$ cat config.mk
export PLATFORM = sky130hd
export DESIGN_NAME = neighbor_similarity_stencil
export DESIGN_NICKNAME = d
export VERILOG_FILES = /design/src/rtl/core/nss_pkg.sv /design/src/rtl/core/neighbor_similarity_stencil.sv /design/src/rtl/core/nss_ram.sv /design/src/rtl/core/nss_judge.sv
export SDC_FILE = /design/constraint.sdc
export NUM_CORES = 1
export LEC_CHECK = 0
export BUFFER_PORTS_ARGS = -buffer_cell sky130_fd_sc_hd__clkbuf_2
export CORE_UTILIZATION = 55
export DETAILED_ROUTE_END_ITERATION = 16
export PLACE_DENSITY_LB_ADDON = 0.1
export SKIP_LAST_GASP = 1
export SLEW_MARGIN = 30
export SYNTH_ARGS = -nofsm -noshare
export SYNTH_HDL_FRONTEND = slang
export SYNTH_SLANG_ARGS = --single-unit
$ cat constraint.sdc
create_clock -name aclk -period 13.2 [get_ports aclk]
set_input_delay 1.32 -clock aclk [delete_from_list [all_inputs] [get_ports aclk]]
set_output_delay 1.32 -clock aclk [all_outputs]
set_load 0.02 [all_outputs]
$ cat src/rtl/core/nss_pkg.sv
package nss_pkg;

    localparam int MAX_GRID_DEF = 32;
    localparam int LABEL_W = 5;
    localparam int SIZE_W = 6;
    localparam int THR_W = 9;
    localparam int COORD_W = 5;
    localparam int COUNT_W = 4;

    localparam logic CFG_GRID_SIZE = 1'b0;
    localparam logic CFG_THRESHOLD = 1'b1;

    typedef enum logic [1:0] {
        ST_IDLE,
        ST_READ,
        ST_EMIT,
        ST_FLUSH
    } nss_state_t;

    typedef struct packed {
        logic [COORD_W-1:0] cell_row;
        logic [COORD_W-1:0] cell_col;
        logic               is_happy;
        logic [COUNT_W-1:0] same_count;
        logic [COUNT_W-1:0] occupied_count;
        logic               last_of_run;
        logic               end_of_grid;
        logic               all_happy;
    } nss_result_t;

    typedef struct packed {
        logic [LABEL_W-1:0] centre;
        logic [7:0][LABEL_W-1:0] nb;
        logic [7:0]         in_grid;
    } nss_block_t;

endpackage

$ cat src/rtl/core/neighbor_similarity_stencil.sv
// Path: an accepted cell goes through ST_READ (line-store read), then ST_EMIT (judge into the
// output register); results trail the input by a row and a column.
// Flow: one cell in flight, accepted in ST_IDLE; a row's last cell gets a second ST_EMIT pass for
// its second result, the grid's last cell adds a flush of the last row, and stalls hold the block.
// Reset: synchronous, active low; positions, window and flags clear, but all-happy sets;
// grid_size MAX_GRID, threshold 128; the line stores keep their contents.
module neighbor_similarity_stencil
    import nss_pkg::*;
#(
    parameter int MAX_GRID = MAX_GRID_DEF
) (
    input  logic        aclk,
    input  logic        aresetn,
    input  logic        s_tvalid,
    output logic        s_tready,
    input  logic [7:0]  s_tdata,   // cell_label[4:0]
    output logic        m_tvalid,
    input  logic        m_tready,
    // cell_row[4:0], cell_col[9:5], same_count[13:10], occupied_count[17:14]
    output logic [23:0] m_tdata,
    output logic        m_tlast,   // last_of_run
    // is_happy[0], end_of_grid[1], all_happy[2]
    output logic [2:0]  m_tuser,
    input  logic        cfg_valid,
    output logic        cfg_ready,
    input  logic        cfg_index,
    input  logic [8:0]  cfg_data
);

    localparam int AW = $clog2(MAX_GRID);
    localparam int PW = $clog2(MAX_GRID + 1);

    nss_state_t state_reg, state_next;
    logic [PW-1:0] size_reg;
    logic [THR_W-1:0] thr_reg;
    logic [PW-1:0] row_reg, col_reg, k_reg;
    logic [2:0][2:0][LABEL_W-1:0] win_reg;
    logic [LABEL_W-1:0] label_reg;
    logic allh_reg;
    logic second_reg;
    logic out_v_reg;
    nss_result_t out_reg;

    logic we;
    logic [AW-1:0] waddr, raddr;
    logic [LABEL_W-1:0] up2, up1;
    logic [LABEL_W-1:0] wd2, wd1;
    logic [PW-1:0] last;
    logic [PW-1:0] fcol;
    logic out_free;

    assign last = size_reg - PW'(1);
    assign fcol = k_reg - PW'(1);
    assign out_free = !out_v_reg || m_tready;
    assign cfg_ready = (state_reg == ST_IDLE);
    assign s_tready = (state_reg == ST_IDLE) && !cfg_valid;

    nss_ram #(.WIDTH(LABEL_W), .DEPTH(MAX_GRID)) u_two (
        .aclk(aclk), .we(we), .waddr(waddr), .wdata(wd2), .raddr(raddr), .rdata(up2)
    );
    nss_ram #(.WIDTH(LABEL_W), .DEPTH(MAX_GRID)) u_one (
        .aclk(aclk), .we(we), .waddr(waddr), .wdata(wd1), .raddr(raddr), .rdata(up1)
    );

    assign waddr = col_reg[AW-1:0];
    assign wd2 = up1;
    assign wd1 = label_reg;
    assign we = (state_reg == ST_EMIT) && !second_reg && out_free;
    always_comb begin
        raddr = col_reg[AW-1:0];
        if (state_reg == ST_FLUSH) begin
            raddr = AW'(k_reg + PW'(1));
        end else if ((state_reg == ST_EMIT) && second_reg) begin
            raddr = '0;
        end
    end

    // Flush window held in the window register: row 0 = two above, row 1 = one above.
    nss_block_t blk;
    logic happy;
    logic [COUNT_W-1:0] same, occ;
    logic [2:0][LABEL_W-1:0] c0, c1, c2;

    always_comb begin
        blk = '0;
        if (state_reg == ST_FLUSH) begin
            c0 = win_reg[0];
            c1 = win_reg[1];
            c2 = win_reg[2];
            blk.centre = c1[1];
            blk.nb = {c0[0], c0[1], c0[2], c1[0], c1[2], c2[0], c2[1], c2[2]};
            blk.in_grid = {fcol != '0, 1'b1, fcol != last,
                           fcol != '0, fcol != last, 3'b000};
        end else begin
            c0 = {up2, win_reg[0][2], win_reg[0][1]};
            c1 = {up1, win_reg[1][2], win_reg[1][1]};
            c2 = {label_reg, win_reg[2][2], win_reg[2][1]};
            if (second_reg) begin
                c0 = {LABEL_W'(0), win_reg[0][2], win_reg[0][1]};
                c1 = {LABEL_W'(0), win_reg[1][2], win_reg[1][1]};
                c2 = {LABEL_W'(0), win_reg[2][2], win_reg[2][1]};
            end
            blk.centre = c1[1];
            blk.nb = {c0[0], c0[1], c0[2], c1[0], c1[2], c2[0], c2[1], c2[2]};
            blk.in_grid = {(row_reg >= PW'(2)) && (second_reg || col_reg >= PW'(2)),
                           row_reg >= PW'(2),
                           (row_reg >= PW'(2)) && !second_reg,
                           second_reg || col_reg >= PW'(2),
                           !second_reg,
                           second_reg || col_reg >= PW'(2),
                           1'b1,
                           !second_reg};
        end
    end

    nss_judge u_judge (
        .blk(blk), .threshold(thr_reg), .happy(happy), .same(same), .occ(occ)
    );

    logic emit_now, emit_out, out_load, flush_emit, row_end, grid_end, ahappy_now;
    always_comb begin
        row_end = (col_reg == last);
        grid_end = row_end && (row_reg == last);
        emit_now = (state_reg == ST_EMIT) && out_free;
        emit_out = emit_now && (row_reg != '0) && (second_reg || col_reg != '0);
        flush_emit = (state_reg == ST_FLUSH) && out_free && second_reg;
        out_load = emit_out || flush_emit;
        ahappy_now = allh_reg && (happy || blk.centre == '0);
    end

    always_comb begin
        state_next = state_reg;
        unique case (state_reg)
            ST_IDLE: if (s_tvalid && s_tready) state_next = ST_READ;
            ST_READ: state_next = ST_EMIT;
            ST_EMIT: begin
                if (out_free) begin
                    if (row_end && !second_reg && row_reg != '0) begin
                        state_next = ST_EMIT;
                    end else if (grid_end) begin
                        state_next = ST_FLUSH;
                    end else begin
                        state_next = ST_IDLE;
                    end
                end
            end
            ST_FLUSH: if (flush_emit && fcol == last) state_next = ST_IDLE;
            default: state_next = ST_IDLE;
        endcase
    end

    always_ff @(posedge aclk) begin
        if (!aresetn) begin
            state_reg <= ST_IDLE;
            size_reg <= PW'(MAX_GRID);
            thr_reg <= THR_W'(128);
            row_reg <= '0;
            col_reg <= '0;
            k_reg <= '0;
            win_reg <= '0;
            allh_reg <= 1'b1;
            second_reg <= 1'b0;
            out_v_reg <= 1'b0;
            label_reg <= '0;
        end else begin
            state_reg <= state_next;
            if (out_load) begin
                out_v_reg <= 1'b1;
            end else if (m_tready) begin
                out_v_reg <= 1'b0;
            end
            if (cfg_valid && cfg_ready) begin
                if (cfg_index == CFG_GRID_SIZE) begin
                    if (cfg_data[5:0] < 6'd2) size_reg <= PW'(2);
                    else if (32'(cfg_data[5:0]) > MAX_GRID) size_reg <= PW'(MAX_GRID);
                    else size_reg <= PW'(cfg_data[5:0]);
                    row_reg <= '0;
                    col_reg <= '0;
                    win_reg <= '0;
                    allh_reg <= 1'b1;
                end else begin
                    thr_reg <= cfg_data;
                end
            end
            if (s_tvalid && s_tready) label_reg <= s_tdata[LABEL_W-1:0];
            if (emit_now) begin
                if (!second_reg) begin
                    win_reg <= {c2, c1, c0};
                end
                if (emit_out) begin
                    out_reg.cell_row <= COORD_W'(row_reg - PW'(1));
                    out_reg.cell_col <= second_reg ? COORD_W'(last)
                                                   : COORD_W'(col_reg - PW'(1));
                    out_reg.is_happy <= happy;
                    out_reg.same_count <= same;
                    out_reg.occupied_count <= occ;
                    out_reg.last_of_run <= !grid_end && (second_reg || !row_end);
                    out_reg.end_of_grid <= 1'b0;
                    out_reg.all_happy <= 1'b0;
                    allh_reg <= ahappy_now;
                end
                if (row_end && !second_reg && row_reg != '0) begin
                    second_reg <= 1'b1;
                end else begin
                    second_reg <= 1'b0;
                    if (grid_end) begin
                        k_reg <= '0;
                        win_reg <= '0;
                    end else if (row_end) begin
                        col_reg <= '0;
                        row_reg <= row_reg + PW'(1);
                    end else begin
                        col_reg <= col_reg + PW'(1);
                    end
                end
            end
            // Flush: second_reg low = shift in column k_reg, high = judge column k_reg - 1.
            if (state_reg == ST_FLUSH) begin
                if (!second_reg) begin
                    win_reg[0] <= {(k_reg < size_reg) ? up2 : LABEL_W'(0),
                                   win_reg[0][2], win_reg[0][1]};
                    win_reg[1] <= {(k_reg < size_reg) ? up1 : LABEL_W'(0),
                                   win_reg[1][2], win_reg[1][1]};
                    if (k_reg == '0) begin
                        k_reg <= PW'(1);
                    end else begin
                        second_reg <= 1'b1;
                    end
                end else if (out_free) begin
                    out_reg.cell_row <= COORD_W'(last);
                    out_reg.cell_col <= COORD_W'(fcol);
                    out_reg.is_happy <= happy;
                    out_reg.same_count <= same;
                    out_reg.occupied_count <= occ;
                    out_reg.last_of_run <= (fcol == last);
                    out_reg.end_of_grid <= (fcol == last);
                    out_reg.all_happy <= (fcol == last) && ahappy_now;
                    second_reg <= 1'b0;
                    if (fcol == last) begin
                        row_reg <= '0;
                        col_reg <= '0;
                        k_reg <= '0;
                        win_reg <= '0;
                        allh_reg <= 1'b1;
                    end else begin
                        k_reg <= k_reg + PW'(1);
                        allh_reg <= ahappy_now;
                    end
                end
            end
        end
    end

    assign m_tvalid = out_v_reg;
    assign m_tdata = {6'd0, out_reg.occupied_count, out_reg.same_count,
                      out_reg.cell_col, out_reg.cell_row};
    assign m_tlast = out_reg.last_of_run;
    assign m_tuser = {out_reg.all_happy, out_reg.end_of_grid, out_reg.is_happy};

endmodule

$ cat src/rtl/core/nss_ram.sv
module nss_ram #(
    parameter int WIDTH = 5,
    parameter int DEPTH = 32
) (
    input  logic                     aclk,
    input  logic                     we,
    input  logic [$clog2(DEPTH)-1:0] waddr,
    input  logic [WIDTH-1:0]         wdata,
    input  logic [$clog2(DEPTH)-1:0] raddr,
    output logic [WIDTH-1:0]         rdata
);

    logic [WIDTH-1:0] mem [DEPTH];

    always_ff @(posedge aclk) begin
        if (we) begin
            mem[waddr] <= wdata;
        end
        rdata <= mem[raddr];
    end

endmodule

$ cat src/rtl/core/nss_judge.sv
module nss_judge
    import nss_pkg::*;
(
    input  nss_block_t          blk,
    input  logic [THR_W-1:0]    threshold,
    output logic                happy,
    output logic [COUNT_W-1:0]  same,
    output logic [COUNT_W-1:0]  occ
);

    logic [12:0] lhs;
    logic [12:0] rhs;

    always_comb begin
        same = '0;
        occ = '0;
        for (int i = 0; i < 8; i++) begin
            if (blk.in_grid[i] && blk.nb[i] != '0) begin
                occ = occ + COUNT_W'(1);
                if (blk.nb[i] == blk.centre) begin
                    same = same + COUNT_W'(1);
                end
            end
        end
        lhs = {1'b0, same, 8'd0};
        rhs = 13'(threshold) * 13'(occ);
        happy = (occ != '0) && (lhs >= rhs);
    end

endmodule

==> impl_results.md, run 1 <==
- Clk_lat worst skew: 0.59 ns
- Post-synth top area share: 46.3%
- Cell row count: 73
- Final setup fails: 0
- Max Cap Viol: 0
- Worst slew margin: between 30% and 40%
- Setup TNS: 0 ns
- DR WL/cell: 20.8 um
- Final min period: 10.83 ns
- YS warnings: 0
- Fraction of layout cells with a size suffix above 1: 11.3%
- Yosys reg bits: 435
- CP max stage cell: fa_1
- CP Launch Type: register
- Placement-stage worst setup slack: 2.52 ns
- Initial antenna violation count: 0
- Final hold vios: 0
- Core Box Area: 39700 um2
- CP endpoint kind: register
- Post-CTS Resized: 0
- Largest area contributor in the netlist: edfxtp_1
- CP Class: reg -> reg
- First-pass GRT wire length: 83800 um
- HP Start: size_reg[1]$_SDFFE_PN0P_
- CP max stage delay: 0.60 ns
- Buffer and inverter count on the worst path: 5
- Cell mode on critical path: ha_1
- TritonCTS clock tree: done
- Crit Reg-Reg Endpoint: m_tuser[0]$_DFFE_PP_
- Cells on worst reg2reg path: between 40 and 50
- Worst reg-to-reg setup slack: 2.37 ns
- Worst R2R Start: state_reg[0]$_SDFFE_PN0P_
- Worst hold endpoint: size_reg[1]$_SDFFE_PN0P_
- Clock Sinks: around 440
- Global placement routability congestion: 0.870
- Status: completed
- Drt drc: 0
- Seq/Total Area, Yosys: a little over half
- Final HPWL DP: 33900 um
- Vias: 15600
- Post-route ant nets: 0
- H-tree depth: 2
- Area delta synth->final: 9.73%
- DR iter-0 viols: 1419
- Post-CTS Setup Repair Bufs: 0
- Fillers: about 3200
- Total CTS buffers: 46
- Top_reg_cell synth: edfxtp_1
- Worst hold path class: reg -> reg
- Area of the die: ~40000 um2
- Final Skew: 0.0236 ns
- Clk pin slew, worst setup/hold paths: roughly 0.060 ns
- Die W: 203 um
- Average size of a mapped cell: about 11 um2
- Synth async-reset ratio: 0%
- Synth Instances: 2034
- Pwr/cell area: between 100 and 150 nW/um2
- Total Routed Length: 53600 um
- GR Overflow Total: 0
- Synth top area cells: edfxtp_1 (46%), dfxtp_1 (8.4%), nand2_1 (4.3%)
- Fin area: between 20000 and 25000 um2
- Post-synth EDFFs: 342
- Leakage power: 8.50 nW
- All-Layer GR Usage: 26.3%
- Slew Limit Fails: 0
- Worst-margin pin slew: 0.974 ns
- Cell depth of the worst setup path: roughly 50
- CP Max Fanout: 30
- Chip height: ~200 um
- Number of port buffers: 44
- Ports: 54
- Synthesized area: 22200 um2
- Cell variety after synth: 89
- RSZ-0062 raised after global routing: no
- Initial core utilization: 55.8%
- Final net count: approximately 2100
- Period utilisation layout: 82.0%
- Req. time, crit path: 13.63 ns
- Final Core Density: 61.2%
- Hold-fix buffers at CTS: 0
- Hold path cells: 2
- Max rail drop VDD: roughly 0.000089 V
- CP delay by family, top: adder cells
- CTS Buffer Depth: 3
- Critical Path AT: between 10 and 15 ns
- Post-DP Area: 22800 um2
- Vias in the first global route: 14900
- Setup ws final: between 2 and 2.5 ns
- Drt pass-1 iters: 5
- Post-detailed-route via-to-cell ratio: 6.05
- Fmax: ~90 MHz
- Largest net degree at the start of global routing: 92
- Clock root cell: clkbuf_16
[how the worst max path moves through the flow]
stage                              startpoint                   end  slack [ns]
finish              state_reg[0]$_SDFFE_PN0P_  m_tuser[0]$_DFFE_PP_        2.37
global placement    state_reg[0]$_SDFFE_PN0P_  m_tuser[0]$_DFFE_PP_        2.76
global route        state_reg[0]$_SDFFE_PN0P_  m_tuser[0]$_DFFE_PP_        1.59
CTS                 state_reg[0]$_SDFFE_PN0P_  m_tuser[0]$_DFFE_PP_        2.44
floorplan           label_reg[1]$_SDFFE_PN0P_  m_tuser[0]$_DFFE_PP_        4.01
detailed placement  state_reg[0]$_SDFFE_PN0P_  m_tuser[0]$_DFFE_PP_        2.52
[metal layers]
layer,track usage [%],vias to the layer above,wire (um)
li1,-,7408,-
met1,36.6,7652,23700
met2,43.2,444,25800
met3,3.39,90,2860
met4,7.28,0,1140
met5,0,-,0
[final cells by class]
class | instances | area [um2] | share of cell area (%)
well taps | 525 | 657 | 2.70
repair buffers | 79 | 490 | 2.02
flip-flops and latches | 435 | 12100 | 49.9
clock buffers | 56 | 1210 | 4.97
clock inverters | 30 | 309 | 1.27
diodes | 1 | 2.50 | 0.0103
inverters | 58 | 221 | 0.910
multi-input cells | 1394 | 9310 | 38.3
[layout by cell type (no fill, tap or decap), types with 20 or more instances in the layout]
| cell | instances |
|---|---|
| xnor2_1 | 58 |
| nor2_1 | 121 |
| clkbuf_2 | 44 |
| a21oi_1 | 93 |
| a211oi_1 | 122 |
| dfxtp_1 | 92 |
| inv_1 | 55 |
| nand3_1 | 60 |
| a22oi_1 | 41 |
| o21ai_0 | 42 |
| nor3_1 | 22 |
| clkbuf_16 | 46 |
| mux2i_1 | 31 |
| nor2_2 | 20 |
| edfxtp_1 | 342 |
| ha_1 | 53 |
| a311oi_1 | 40 |
| nor2b_1 | 20 |
| xor2_1 | 37 |
| buf_4 | 33 |
| a31oi_1 | 50 |
| and2_1 | 97 |
| nand2_1 | 253 |
[stage by stage]
| stage | hold slack, ns | cells | power [mW] |
|---|---|---|---|
| 2_1_floorplan | 0.458 | 2039 | 1.67 |
| 3_3_place_gp | 0.485 | 2491 | 1.72 |
| 3_5_place_dp | 0.503 | 2491 | 1.72 |
| 4_1_cts | 0.512 | 2577 | 3.00 |
| 5_1_grt | 0.540 | 2577 | 3.07 |
| 6_report | 0.509 | 2578 | 2.98 |
[cells by family (layout without fill, tap and decap cells)]
family / count (synthesis) / count (layout) / share of synthesized area (%)
xor+xnor: 108 / 108 / 4.91
mux: 45 / 45 / 2.24
buf+inv: 210 / 223 / 3.85
other cells: 1 / 7 / 0.0169
simple gates: 700 / 700 / 15.4
flops: 435 / 435 / 54.7
fa+ha+maj: 67 / 67 / 4.25
compound gates: 468 / 468 / 14.6
[tightest hold or removal path, cell delays in order, from the launching register on]
cell and delay, ns:
dfxtp_1 0.34, a21oi_1 0.07, nor2_1 0.07
[where the power goes]
part           switching (mW)  internal (mW)  leakage [nW]
registers              0.0104           1.48          3.79
logic                   0.131         0.0711          3.97
clock network           0.533          0.754         0.737
[cell usage after synthesis, drive strengths merged (20+ instances only)]
cell      n
a211oi  122
a21oi    96
a22oi    44
a311oi   41
a31oi    51
and2    110
buf      24
clkbuf  128
dfxtp    93
edfxtp  342
ha       53
inv      57
mux2i    34
nand2   254
nand3    61
nor2    142
nor2b    20
nor3     24
o21ai    49
xnor2    68
xor2     38
(Power assumes the default switching activity.)
==> inputs of run 2 (changes only) <==
Clock period 13.2 ns to 8.97 ns, I/O delays scaled along.
==> impl_results.md, run 2 (synthesis results as in run 1) <==
- Inserted Diodes: 0 (was 1)
- Clk_lat worst skew: 0.59 ns (about the same)
- CP max stage cell: fa_1 (unchanged)
- Vias in the first global route: 15800 (was 14900)
- Number of port buffers: 44 (unchanged)
- Drt pass-1 iters: 5 (unchanged)
- Clock root cell: clkbuf_16 (unchanged)
- Clk pin slew, worst setup/hold paths: 0.07 ns (was 0.06 ns)
- All-Layer GR Usage: 27.8% (was 26.3%)
- Status: completed (unchanged)
- Drt drc: 0 (unchanged)
- Final hold vios: 0 (unchanged)
- Max rail drop VDD: 0.000138 V (was 0.0000893 V)
- Worst slew margin: 32.9% (was 34.8%)
- Post-detailed-route via-to-cell ratio: 6.06 (was 6.05)
- TritonCTS clock tree: done (unchanged)
- Largest net degree at the start of global routing: 161 (was 92)
- Worst reg-to-reg setup slack: 0.25 ns (was 2.37 ns)
- GR Overflow Total: 0 (unchanged)
- Cell mode on critical path: ha_4 (was ha_1)
- Die W: 203 um (unchanged)
- Worst hold path class: reg -> reg (unchanged)
- Final min period: 8.72 ns (was 10.83 ns)
- CP Class: reg -> reg (unchanged)
- Final net count: 2221 (was 2104)
- Chip height: 203 um (unchanged)
- First-pass GRT wire length: 88800 um (was 83800 um)
- CTS Buffer Depth: 3 (unchanged)
- Post-layout instance count excluding filler cells: 2691 (was 2578)
- Total CTS buffers: 46 (unchanged)
- Cell row count: 73 (unchanged)
- Final Core Density: 64.1% (was 61.2%)
- Area of the die: 41100 um2 (unchanged)
- Pwr/cell area: 173 nW/um2 (was 123 nW/um2)
- Slew Limit Fails: 0 (unchanged)
- Multi-input gate area: 9650 um2 (was 9310 um2)
- Req. time, crit path: 9.41 ns (was 13.63 ns)
- Clock Sinks: 435 (unchanged)
- Critical Path AT: 9.16 ns (was 11.26 ns)
- Final Skew: 0.0307 ns (was 0.0236 ns)
- Final setup fails: 0 (unchanged)
- Leakage power: 9.08 nW (was 8.50 nW)
- Fillers: 3082 (was 3176)
- Placed Cells: 2555 (was 2491)
- RSZ-0062 raised after global routing: yes (was no)
- Global placement routability congestion: 0.862 (was 0.870)
- Worst-margin pin slew: 1.00 ns (was 0.974 ns)
- Ports: 54 (unchanged)
- Max Cap Viol: 0 (unchanged)
- DR iter-0 viols: 1545 (was 1419)
- Initial core utilization: 55.8% (unchanged)
- Fmax: 115 MHz (was 92.4 MHz)
- CP endpoint kind: register (unchanged)
- Core Box Area: 39700 um2 (unchanged)
- DR WL/cell: 21.1 um (was 20.8 um)
- Post-route ant nets: 0 (unchanged)
- Area delta synth->final: 14.9% (was 9.73%)
- Register Area: 12100 um2 (about the same)
- CP max stage delay: 0.52 ns (was 0.60 ns)
- Final HPWL DP: 34800 um (was 33900 um)
- Fraction of layout cells with a size suffix above 1: 18.6% (was 11.3%)
- CP Max Fanout: 6 (was 30)
- Total Routed Length: 56900 um (was 53600 um)
- Initial antenna violation count: 1 (was 0)
- Period utilisation layout: 97.2% (was 82.0%)
- Vias: 16300 (was 15600)
- H-tree depth: 2 (unchanged)
- CP Launch Type: register (unchanged)
- Commonest non-fill, non-tap cells in the layout: edfxtp_1 (342), nand2_1 (249), buf_4 (148), a211oi_1 (122), nor2_1 (116) (was edfxtp_1 (342), nand2_1 (253), a211oi_1 (122), nor2_1 (121), and2_1 (97))
- Most common cell after layout, fill and taps aside: edfxtp_1 (unchanged)
-- run 2: cell types whose count changed in the layout (fill, tap and decap cells not counted), moves of 6 or more --
cell      before  now
ha_4           0    6
ha_1          53   46
dfxtp_1       92   85
buf_4         33  148
clkbuf_1       8   15
clkinv_1      13    5
dfxtp_2        1    8
o21ai_0       42   36
-- run 2: area by class of cell --
| type | instances | share of cell area, % |
|---|---|---|
| sequential | 435 | 47.7 |
| multi-input combinational | 1394 | 37.9 |
| timing repair buffer | 196 | 5.44 |
| clock buffer | 64 | 4.90 |
| tap | 525 | 2.58 |
| inverter | 58 | 0.869 |
| clock inverter | 19 | 0.668 |
-- run 2: worst max-delay path: cells and delay by family (launching register included) --
family,cells,cell delay [ns]
adder cells (fa/ha/maj),10,3.07
AO/OA/AOI/OAI,14,2.01
AND/OR/NAND/NOR,15,1.68
buffers and inverters,8,0.77
XOR/XNOR,2,0.39
flip-flops,1,0.34
multiplexers,1,0.28
-- run 2: what timing repair did --
item                       CTS  global route
hold buffers                 0             0
gates resized for setup     25            51
buffers inserted            40            14
setup endpoints to repair    3             3
pin swaps                   28            56
-- run 2: final timing paths --
path / start / end / depth (start not counted)
max reg2reg: state_reg[0]$_SDFFE_PN0P_ / m_tuser[0]$_DFFE_PP_ / 50
max: state_reg[0]$_SDFFE_PN0P_ / m_tuser[0]$_DFFE_PP_ / 50
min reg2reg: thr_reg[8]$_SDFFE_PN0P_ / thr_reg[8]$_SDFFE_PN0P_ / 2
min: thr_reg[8]$_SDFFE_PN0P_ / thr_reg[8]$_SDFFE_PN0P_ / 2
-- run 2: layer usage --
metal,global-route usage (%),vias up,wire (um)
li1,-,7634,-
met1,40.7,7969,25600
met2,42.5,593,25600
met3,4.25,112,4010
met4,8.81,0,1660
met5,0,-,0
-- run 2: where the power goes --
part	total (mW)	internal (mW)	switching, mW
combinational	0.385	0.157	0.228
sequential	2.20	2.18	0.0124
clock	1.82	1.03	0.791
-- run 2: through the flow --
step | power (mW) | worst slack (ns) | TNS (ns) | cell area (um2) | hold slack (ns)
2_1_floorplan | 2.45 | 0.00271 | 0 | 22200 | 0.458
3_3_place_gp | 2.56 | -0.0293 | -0.0293 | 23200 | 0.488
3_5_place_dp | 2.56 | -0.293 | -0.657 | 23300 | 0.493
4_1_cts | 4.39 | 0.0160 | 0 | 25100 | 0.501
5_1_grt | 4.54 | -0.244 | -0.514 | 25500 | 0.525
6_report | 4.41 | 0.252 | 0 | 25500 | 0.505
